**config.mk**
```make
export PLATFORM = sky130hd
export DESIGN_NAME = audio_cleanup_filter_chain
export DESIGN_NICKNAME = d
export VERILOG_FILES = /design/src/rtl/acf_pkg.sv /design/src/rtl/acf_mul.sv /design/src/rtl/acf_gain_div.sv /design/src/rtl/audio_cleanup_filter_chain.sv
export SDC_FILE = /design/constraint.sdc
export NUM_CORES = 2
export LEC_CHECK = 0
export ABC_AREA = 1
export BUFFER_PORTS_ARGS = -buffer_cell sky130_fd_sc_hd__buf_2
export CORE_MARGIN = 1
export CORE_UTILIZATION = 40
export CTS_CLUSTER_SIZE = 16
export DETAILED_ROUTE_END_ITERATION = 12
export GPL_ROUTABILITY_DRIVEN = 0
export PLACE_DENSITY = 0.6
export SETUP_SLACK_MARGIN = 0.05
export SLEW_MARGIN = 20
export SYNTH_ARGS = -nofsm -noshare
export SYNTH_HDL_FRONTEND = slang
export SYNTH_SLANG_ARGS = --single-unit
```
**constraint.sdc**
```tcl
create_clock -name clk -period 8.04 [get_ports clk]
set_input_delay 0.402 -clock clk [delete_from_list [all_inputs] [get_ports clk]]
set_output_delay 0.402 -clock clk [all_outputs]
set_load 0.05 [all_outputs]
```
**src/rtl/acf_pkg.sv**
```systemverilog
// Shared types and constants of the audio cleanup filter chain.
package acf_pkg;

  localparam int SAMPLE_W = 16;
  localparam int ACC_W    = 24;
  localparam int MUL_A_W  = 25;
  localparam int MUL_B_W  = 18;
  localparam int PROD_W   = MUL_A_W + MUL_B_W;
  localparam int GAIN_W   = 17;
  localparam int LEN_W    = 32;

  localparam int Q15_SHIFT = 15;
  localparam int Q16_SHIFT = 16;

  localparam logic [MUL_B_W-1:0] DC_COEF  = MUL_B_W'(31785);
  localparam logic [MUL_B_W-1:0] LP_ALPHA = MUL_B_W'(27853);

  localparam int FADE_LENGTH_DEF = 256;

  typedef enum logic [2:0] {
    ST_IDLE,
    ST_MED,
    ST_DC,
    ST_LP_MUL,
    ST_LP,
    ST_GAIN,
    ST_FADE_MUL,
    ST_FADE
  } acf_state_t;

endpackage

```
**src/rtl/acf_mul.sv**
```systemverilog
// Shared signed multiplier with registered product.
module acf_mul (
  input  logic                                 clk,
  input  logic                                 en,
  input  logic signed [acf_pkg::MUL_A_W-1:0]   a,
  input  logic signed [acf_pkg::MUL_B_W-1:0]   b,
  output logic signed [acf_pkg::PROD_W-1:0]    prod
);

  logic signed [acf_pkg::PROD_W-1:0] prod_r;

  // hold the product until the next issue
  always_ff @(posedge clk) begin
    if (en) begin
      prod_r <= a * b;
    end
  end

  assign prod = prod_r;

endmodule

```
**src/rtl/acf_gain_div.sv**
```systemverilog
// Reciprocal multiplier for the Q16 fade gain: gain = num * 65536 / FADE_LENGTH.
module acf_gain_div #(
  parameter int FADE_LENGTH = acf_pkg::FADE_LENGTH_DEF
) (
  input  logic                              clk,
  input  logic                              rst_n,
  input  logic                              start,
  input  logic [$clog2(FADE_LENGTH+1)-1:0]  num,
  output logic [acf_pkg::GAIN_W-1:0]        gain
);

  localparam int NW     = $clog2(FADE_LENGTH + 1);
  localparam int LOG_FL = $clog2(FADE_LENGTH);
  // num * err stays below 2^SH for every num up to FADE_LENGTH, so the floor is exact
  localparam int SH     = 2 * LOG_FL;
  localparam int MW     = LOG_FL + 18;
  localparam int PW     = NW + MW;
  localparam int GW     = acf_pkg::GAIN_W;
  localparam longint RECIP = ((longint'(1) << (acf_pkg::Q16_SHIFT + SH))
                              + longint'(FADE_LENGTH) - longint'(1)) / longint'(FADE_LENGTH);
  localparam logic [MW-1:0] RECIP_M = MW'(RECIP);

  logic [NW-1:0] num_r;
  logic [GW-1:0] gain_r;
  logic [PW-1:0] prod_full;

  // hold the numerator of the current job
  always_ff @(posedge clk) begin
    if (!rst_n) begin
      num_r <= '0;
    end else if (start) begin
      num_r <= num;
    end
  end

  assign prod_full = PW'(num_r) * PW'(RECIP_M);

  always_ff @(posedge clk) begin
    if (!rst_n) begin
      gain_r <= '0;
    end else begin
      gain_r <= prod_full[SH +: GW];
    end
  end

  assign gain = gain_r;

endmodule

```
**src/rtl/audio_cleanup_filter_chain.sv**
```systemverilog
// Top level: sequencer and datapath of the audio cleanup filter chain.
// Each result runs the sequencer states MED, DC, LP_MUL, LP, GAIN, FADE_MUL and FADE and
// then loads the output register behind out_tvalid. The input is ready only in IDLE: an item
// with no result leaves the sequencer idle, one with a result runs the states once, and a final
// item with a pending sample runs them twice; a full output register holds FADE until out_tready.
// Synchronous active-low reset clears all filter history, the index and total_length.
module audio_cleanup_filter_chain #(
  parameter int FADE_LENGTH = acf_pkg::FADE_LENGTH_DEF
) (
  input  logic        clk,
  input  logic        rst_n,
  // input channel
  input  logic        in_tvalid,
  output logic        in_tready,
  input  logic [15:0] in_tdata,   // [15:0] sample_in
  input  logic        in_tuser,   // [0] stream_start
  input  logic        in_tlast,   // stream_end
  // result channel
  output logic        out_tvalid,
  input  logic        out_tready,
  output logic [15:0] out_tdata,  // [15:0] sample_out
  output logic        out_tlast,  // final_out
  // configuration: total_length
  input  logic        cfg_valid,
  output logic        cfg_ready,
  input  logic [31:0] cfg_data
);

  localparam int SW = acf_pkg::SAMPLE_W;
  localparam int AW = acf_pkg::ACC_W;
  localparam int LW = acf_pkg::LEN_W;
  localparam int MA = acf_pkg::MUL_A_W;
  localparam int MB = acf_pkg::MUL_B_W;
  localparam int PW = acf_pkg::PROD_W;
  localparam int GW = acf_pkg::GAIN_W;
  localparam int NW = $clog2(FADE_LENGTH + 1);
  localparam logic [LW-1:0] FL_LEN = LW'(FADE_LENGTH);
  localparam logic [NW-1:0] FL_N   = NW'(FADE_LENGTH);
  localparam logic signed [26:0] SAT_HI = 27'sd32767;
  localparam logic signed [26:0] SAT_LO = -27'sd32768;

  acf_pkg::acf_state_t state_r, state_nxt;

  // stream state
  logic signed [SW-1:0] pending_r;
  logic                 pending_valid_r;
  logic signed [SW-1:0] prior_r;
  logic                 prior_valid_r;
  logic signed [SW-1:0] dc_in_r;
  logic signed [AW-1:0] dc_out_r;
  logic signed [AW-1:0] lp_r;
  logic [LW-1:0]        idx_r;
  logic [LW-1:0]        total_len_r;

  // current item and job
  logic signed [SW-1:0] cur_x_r;
  logic                 cur_end_r;
  logic signed [SW-1:0] job_orig_r;
  logic                 job_final_r;
  logic signed [SW-1:0] med_r;

  // output register
  logic                 out_valid_r;
  logic [SW-1:0]        out_data_r;
  logic                 out_last_r;

  // control
  logic                 in_acc;
  logic                 pend_eff;
  logic                 mul_en;
  logic                 div_start;
  logic [GW-1:0]        gain;
  logic                 out_free;

  // arithmetic
  logic signed [MA-1:0] mul_a;
  logic signed [MB-1:0] mul_b;
  logic signed [PW-1:0] prod;
  logic signed [PW-1:0] prod_q15;
  logic signed [PW-1:0] prod_q16;
  logic signed [SW-1:0] med_prev;
  logic signed [SW-1:0] med_val;
  logic signed [25:0]   dc_sum;
  logic signed [MA-1:0] lp_diff;
  logic signed [AW-1:0] lp_new;
  logic signed [26:0]   faded;
  logic signed [SW-1:0] sat_val;
  logic [NW-1:0]        n_in;
  logic [NW-1:0]        n_out;
  logic [NW-1:0]        n_gain;
  logic [LW-1:0]        left;

  function automatic logic signed [15:0] med3(input logic signed [15:0] p,
                                              input logic signed [15:0] q,
                                              input logic signed [15:0] r);
    logic signed [15:0] lo;
    logic signed [15:0] hi;
    lo = (p < q) ? p : q;
    hi = (p < q) ? q : p;
    if (hi > r) begin
      hi = r;
    end
    return (lo > hi) ? lo : hi;
  endfunction

  assign in_acc    = in_tvalid && in_tready;
  assign pend_eff  = pending_valid_r && !in_tuser;
  assign out_free  = !out_valid_r || out_tready;
  assign cfg_ready = 1'b1;

  // ---------------------------------------------------------------------------
  // Sequencer: next state
  // ---------------------------------------------------------------------------
  always_comb begin
    state_nxt = state_r;
    unique case (state_r)
      acf_pkg::ST_IDLE: begin
        // a sample with nothing pending and no end flag just parks
        if (in_acc && (pend_eff || in_tlast)) begin
          state_nxt = acf_pkg::ST_MED;
        end
      end
      acf_pkg::ST_MED:     state_nxt = acf_pkg::ST_DC;
      acf_pkg::ST_DC:      state_nxt = acf_pkg::ST_LP_MUL;
      acf_pkg::ST_LP_MUL:  state_nxt = acf_pkg::ST_LP;
      acf_pkg::ST_LP:      state_nxt = acf_pkg::ST_GAIN;
      acf_pkg::ST_GAIN:    state_nxt = acf_pkg::ST_FADE_MUL;
      acf_pkg::ST_FADE_MUL: state_nxt = acf_pkg::ST_FADE;
      acf_pkg::ST_FADE: begin
        if (out_free) begin
          // an end item with a pending sample runs a second job for itself
          if (!job_final_r && cur_end_r) begin
            state_nxt = acf_pkg::ST_MED;
          end else begin
            state_nxt = acf_pkg::ST_IDLE;
          end
        end
      end
      default: state_nxt = acf_pkg::ST_IDLE;
    endcase
  end

  // ---------------------------------------------------------------------------
  // Sequencer: outputs and shared multiplier operands
  // ---------------------------------------------------------------------------
  always_comb begin
    in_tready = 1'b0;
    mul_en    = 1'b0;
    div_start = 1'b0;
    mul_a     = '0;
    mul_b     = '0;
    unique case (state_r)
      acf_pkg::ST_IDLE: in_tready = 1'b1;
      acf_pkg::ST_MED: begin
        // DC feedback term does not depend on the median, issue it now
        mul_en    = 1'b1;
        mul_a     = MA'(dc_out_r);
        mul_b     = acf_pkg::DC_COEF;
        div_start = 1'b1;
      end
      acf_pkg::ST_LP_MUL: begin
        mul_en = 1'b1;
        mul_a  = lp_diff;
        mul_b  = acf_pkg::LP_ALPHA;
      end
      acf_pkg::ST_FADE_MUL: begin
        mul_en = 1'b1;
        mul_a  = MA'(lp_r);
        mul_b  = {1'b0, gain};
      end
      acf_pkg::ST_DC, acf_pkg::ST_LP, acf_pkg::ST_GAIN, acf_pkg::ST_FADE: begin
        mul_en = 1'b0;
      end
      default: mul_en = 1'b0;
    endcase
  end

  // ---------------------------------------------------------------------------
  // Datapath combinational terms
  // ---------------------------------------------------------------------------
  always_comb begin
    med_prev = prior_valid_r ? prior_r : job_orig_r;
    med_val  = med3(med_prev, job_orig_r, cur_x_r);

    // arithmetic shifts floor, as the recurrences require
    prod_q15 = prod >>> acf_pkg::Q15_SHIFT;
    prod_q16 = prod >>> acf_pkg::Q16_SHIFT;

    dc_sum  = 26'(med_r) - 26'(dc_in_r) + prod_q15[25:0];
    lp_diff = MA'(dc_out_r) - MA'(lp_r);
    lp_new  = lp_r + prod_q15[AW-1:0];

    // divide by 65536 toward zero: bump a negative value with a fraction
    faded = prod_q16[26:0];
    if (prod[PW-1] && (prod[acf_pkg::Q16_SHIFT-1:0] != '0)) begin
      faded = prod_q16[26:0] + 27'sd1;
    end
    if (faded > SAT_HI) begin
      sat_val = 16'sh7FFF;
    end else if (faded < SAT_LO) begin
      sat_val = -16'sh8000;
    end else begin
      sat_val = faded[SW-1:0];
    end

    // fade gain numerator: the smaller of fade-in and fade-out counts, unity at FADE_LENGTH
    n_in  = (idx_r < FL_LEN) ? (idx_r[NW-1:0] + NW'(1)) : FL_N;
    left  = (total_len_r > idx_r) ? (total_len_r - idx_r) : '0;
    n_out = (left <= FL_LEN) ? left[NW-1:0] : FL_N;
    n_gain = (n_out < n_in) ? n_out : n_in;
  end

  // ---------------------------------------------------------------------------
  // Shared units
  // ---------------------------------------------------------------------------
  acf_mul u_mul (
    .clk  (clk),
    .en   (mul_en),
    .a    (mul_a),
    .b    (mul_b),
    .prod (prod)
  );

  acf_gain_div #(
    .FADE_LENGTH (FADE_LENGTH)
  ) u_gain_div (
    .clk   (clk),
    .rst_n (rst_n),
    .start (div_start),
    .num   (n_gain),
    .gain  (gain)
  );

  // ---------------------------------------------------------------------------
  // Registers
  // ---------------------------------------------------------------------------
  always_ff @(posedge clk) begin
    if (!rst_n) begin
      state_r <= acf_pkg::ST_IDLE;
    end else begin
      state_r <= state_nxt;
    end
  end

  always_ff @(posedge clk) begin
    if (!rst_n) begin
      total_len_r <= '0;
    end else if (cfg_valid && cfg_ready) begin
      total_len_r <= cfg_data;
    end
  end

  // filter history, lookahead and index
  always_ff @(posedge clk) begin
    if (!rst_n) begin
      pending_r       <= '0;
      pending_valid_r <= 1'b0;
      prior_r         <= '0;
      prior_valid_r   <= 1'b0;
      dc_in_r         <= '0;
      dc_out_r        <= '0;
      lp_r            <= '0;
      idx_r           <= '0;
    end else begin
      if (in_acc) begin
        // start flag drops the history and any pending sample
        if (in_tuser) begin
          prior_r       <= '0;
          prior_valid_r <= 1'b0;
          dc_in_r       <= '0;
          dc_out_r      <= '0;
          lp_r          <= '0;
          idx_r         <= '0;
        end
        pending_r       <= in_tlast ? '0 : in_tdata;
        pending_valid_r <= !in_tlast;
      end
      if (state_r == acf_pkg::ST_MED) begin
        prior_r       <= job_orig_r;
        prior_valid_r <= 1'b1;
        idx_r         <= idx_r + LW'(1);
      end
      if (state_r == acf_pkg::ST_DC) begin
        dc_in_r  <= med_r;
        dc_out_r <= dc_sum[AW-1:0];
      end
      if (state_r == acf_pkg::ST_LP) begin
        lp_r <= lp_new;
      end
    end
  end

  // current item and job selection
  always_ff @(posedge clk) begin
    if (in_acc) begin
      cur_x_r     <= in_tdata;
      cur_end_r   <= in_tlast;
      job_orig_r  <= pend_eff ? pending_r : in_tdata;
      job_final_r <= !pend_eff;
    end else if ((state_r == acf_pkg::ST_FADE) && out_free && !job_final_r) begin
      job_orig_r  <= cur_x_r;
      job_final_r <= 1'b1;
    end
    if (state_r == acf_pkg::ST_MED) begin
      med_r <= med_val;
    end
  end

  // output register: load a finished result, drop it once taken
  always_ff @(posedge clk) begin
    if (!rst_n) begin
      out_valid_r <= 1'b0;
    end else if ((state_r == acf_pkg::ST_FADE) && out_free) begin
      out_valid_r <= 1'b1;
    end else if (out_tready) begin
      out_valid_r <= 1'b0;
    end
  end

  always_ff @(posedge clk) begin
    if ((state_r == acf_pkg::ST_FADE) && out_free) begin
      out_data_r <= sat_val;
      out_last_r <= job_final_r;
    end
  end

  assign out_tvalid = out_valid_r;
  assign out_tdata  = out_data_r;
  assign out_tlast  = out_last_r;

endmodule
```
==> results.yml <==
outcome:
  status: "completed"
setup_path:
  crit_fanout: 5
  cp_data_required_time_ns: 8.36
  end_kind: "register"
  path_class: "register to register"
  slowest_delay_ns: 0.65
  critPathSlowestCell: "fa_2"
  timing.critical_path.buf_inv: 8
  r2r_setup_slack_ns: 0.35
  ff2ff_path_depth: 39
  r2r_start: "dc_out_r[0]"
  reg2reg_to: "u_mul.prod[42]"
  crit_family: "adder cells"
  worstPathArrival_ns: 8.01
  cp-start-kind: "register"
route:
  drt_iter0_drc: 1967
  drc: 0
  vias: 31000
  drt-vias-per-instance: 5.00
  drtAntennaViolNets: 0
  wl_per_cell_microns: 16.5
  drt-total-wl_microns: 102000
  drt-pass1-iter-count: 6
clock_tree:
  cts_root_buf: "clkbuf_16"
  cts.sinks: 294
  clk_latency_ns: 0.59
  clk_pin_slew_ns: 0.06
  cts_buffers: 36
  cts_tree: "yes"
  htreeDepth: 2
  cts_buffer_depth: 3
sta:
  setup_slack_ns: 0.346
  hold_slack_ns: 0.0270
  rsz0062_at_grt: "false"
  setup_tns_ns: 0
  finalClockSkew_ns: 0.0325
  min_period_over_period_pct: 95.7
  slew-limit-headroom_pct: 32.7
  fmax_mhz: 130
  tightest_slew_ns: 1.01
  finalSetupViolCount: 0
  slew_viol_final: 0
  finalHoldViolCount: 0
  finalCriticalPeriod_ns: 7.69
hold_path:
  hold_start: "in_tdata[5]"
  hold_path_depth: 1
  worstHoldEndpoint: "cur_x_r[5]"
  hp-class: "primary input to register"
logic_synthesis:
  avgSynthCellArea_sq_um: 7.35
  synth.top_cell.area_share_pct: 20.6
  synth_warnings: 0
  yosysUniqueCellTypes: 68
  ys.flop_type: "dfxtp_1"
  synthCells: 4822
  synthTopCellsByCount: "1091 x nand2_1, 1041 x inv_1, 386 x nor2_1"
  syn_nets: 5574
  yosysTopAreaCell: "fa_1"
  synth_edf_count: 110
  synthTopCellsByArea: "fa_1 21%, ha_1 12%, nand2_1 12%"
  ys_ff_latch: 294
  synth_most_common_cell: "nand2_1"
  ys_seq_area_share_pct: 19.7
  synthArstFlopShare_pct: 0
  netlist_area_sq_um: 35400
power:
  pwr-share-seq_pct: 19.7
  powerDensity_nw_per_um2: 320
  vdd_drop_max_v: 0.000340
  p_switching_mw: 6.72
  power_mw: 12.9
  intPower_mw: 6.17
  clkPwrFrac_pct: 13.7
  p_leak_nw: 20.2
  sw_frac_of_total_pct: 52.1
  power_frac_comb_pct: 66.7
grt:
  grt_pass1_wl_microns: 163000
  grt_usage_pct: 23.0
  antenna_found_initial: 0
  grt_max_degree: 80
  grt_pass1_vias: 30700
  grt_overflow: 0
floorplanning:
  initial_core_util_pct: 40.6
  design.die.area_sq_um: 89800
  die_w_microns: 300
  core-area_sq_um: 87300
  die_h_microns: 300
  num_io_pins: 75
  row_count: 108
flow_run:
  cap_violations: 0
placed_design:
  pre_cts_slack_ns: 0.0265
  io_buffers: 73
  hpwl_microns: 85200
final_layout:
  drive_gt1_share_pct: 11.1
  diodes: 0
  finish.utilization_pct: 46.1
  area_growth_pct: 13.7
  final_nets: 5770
layer usage:
metal	GRT usage [%]	wire length (microns)	part of all wire, %	up-vias
met5	0	0	0	-
li1	-	-	-	15500
met2	38.4	47300	46	770
met4	7.13	3430	3.3	0
met3	3.51	6230	6.1	166
met1	30.7	45600	44	14600
registers in the layout (all words and copies together) (netlist names), 3 cells and up:
name	cells
cur_x_r	16
dc_in_r	16
dc_out_r	24
idx_r	32
job_orig_r	16
lp_r	24
med_r	16
out_tdata	16
pending_r	16
prior_r	16
state_r	3
total_len_r	32
u_gain_div.gain	9
u_gain_div.num_r	9
u_mul.prod	43
cells in the final DEF (no fill, tap or decap), drive strengths merged, types with 11 or more instances in the layout:
master	n
a21o	11
a21oi	357
a31oi	12
buf	256
clkbuf	50
clkinv	12
dfxtp	184
edfxtp	110
fa	365
ha	332
inv	1056
nand2	1105
nand3	168
nand4	55
nor2	403
nor3	46
nor4	23
o21a	12
o21ai	260
o22ai	18
or2	15
xnor2	35
xor2	63
stage by stage:
step	instances	area [sq um]
after detailed placement	6119	38200
final	6200	40300
after global routing	6200	40300
after floorplan	4822	35400
after global placement	6119	38200
after CTS	6194	39600
cell families after synthesis:
group,synth area share [%]
XOR/XNOR,2.42
flip-flops,19.7
adder cells (fa/ha/maj),32.4
AO/OA/AOI/OAI,11.3
other,0.0106
AND/OR/NAND/NOR,21.7
buffers and inverters,12.4
power by group through the flow:
stage          Combinational, mW  Sequential, mW  Clock (mW)
6_report                    8.60            2.54        1.76
5_1_grt                     9.78            2.56        1.86
4_1_cts                     8.33            2.52        1.80
3_5_place_dp                8.27            2.55           0
3_3_place_gp                8.19            2.55           0
2_1_floorplan               6.04            2.31           0
final cells by class:
| class | instances | area, sq um |
|---|---|---|
| clock buffers | 50 | 1040 |
| clock inverters | 15 | 228 |
| fillers | 8849 | 47000 |
| inverters | 1059 | 3980 |
| multi-input cells | 3361 | 24700 |
| flip-flops and latches | 294 | 6990 |
| well taps | 1155 | 1450 |
| repair buffers | 266 | 1910 |
worst reg2reg max path: cells and delay by family, from the launching register on:
family | cells | cell delay (ns)
compound gates | 6 | 0.81
simple gates | 15 | 1.65
flops | 1 | 0.32
fa+ha+maj | 9 | 3.99
buf+inv | 8 | 0.57
xor+xnor | 1 | 0.12
what timing repair did:
item	CTS	global route
pin swaps	0	88
hold buffers	10	0
endpoints found under the hold margin	10	0
endpoints found under the setup margin	1	17
setup buffers	0	6
gates cloned	0	0
gates resized for setup	4	167
worst max-delay path by stage:
| stage | cells after the start | startpoint | end | slack (ns) |
|---|---|---|---|---|
| floorplan | 39 | lp_r[0] | u_mul.prod[42] | 0.40 |
| global placement | 39 | dc_out_r[0] | u_mul.prod[42] | 0.11 |
| detailed placement | 36 | lp_r[7] | u_mul.prod[42] | 0.03 |
| CTS | 42 | dc_out_r[0] | u_mul.prod[42] | 0.08 |
| global route | 38 | dc_out_r[0] | u_mul.prod[42] | 0.02 |
| finish | 39 | dc_out_r[0] | u_mul.prod[42] | 0.35 |
No activity file was read; power rests on OpenSTA's default activity.
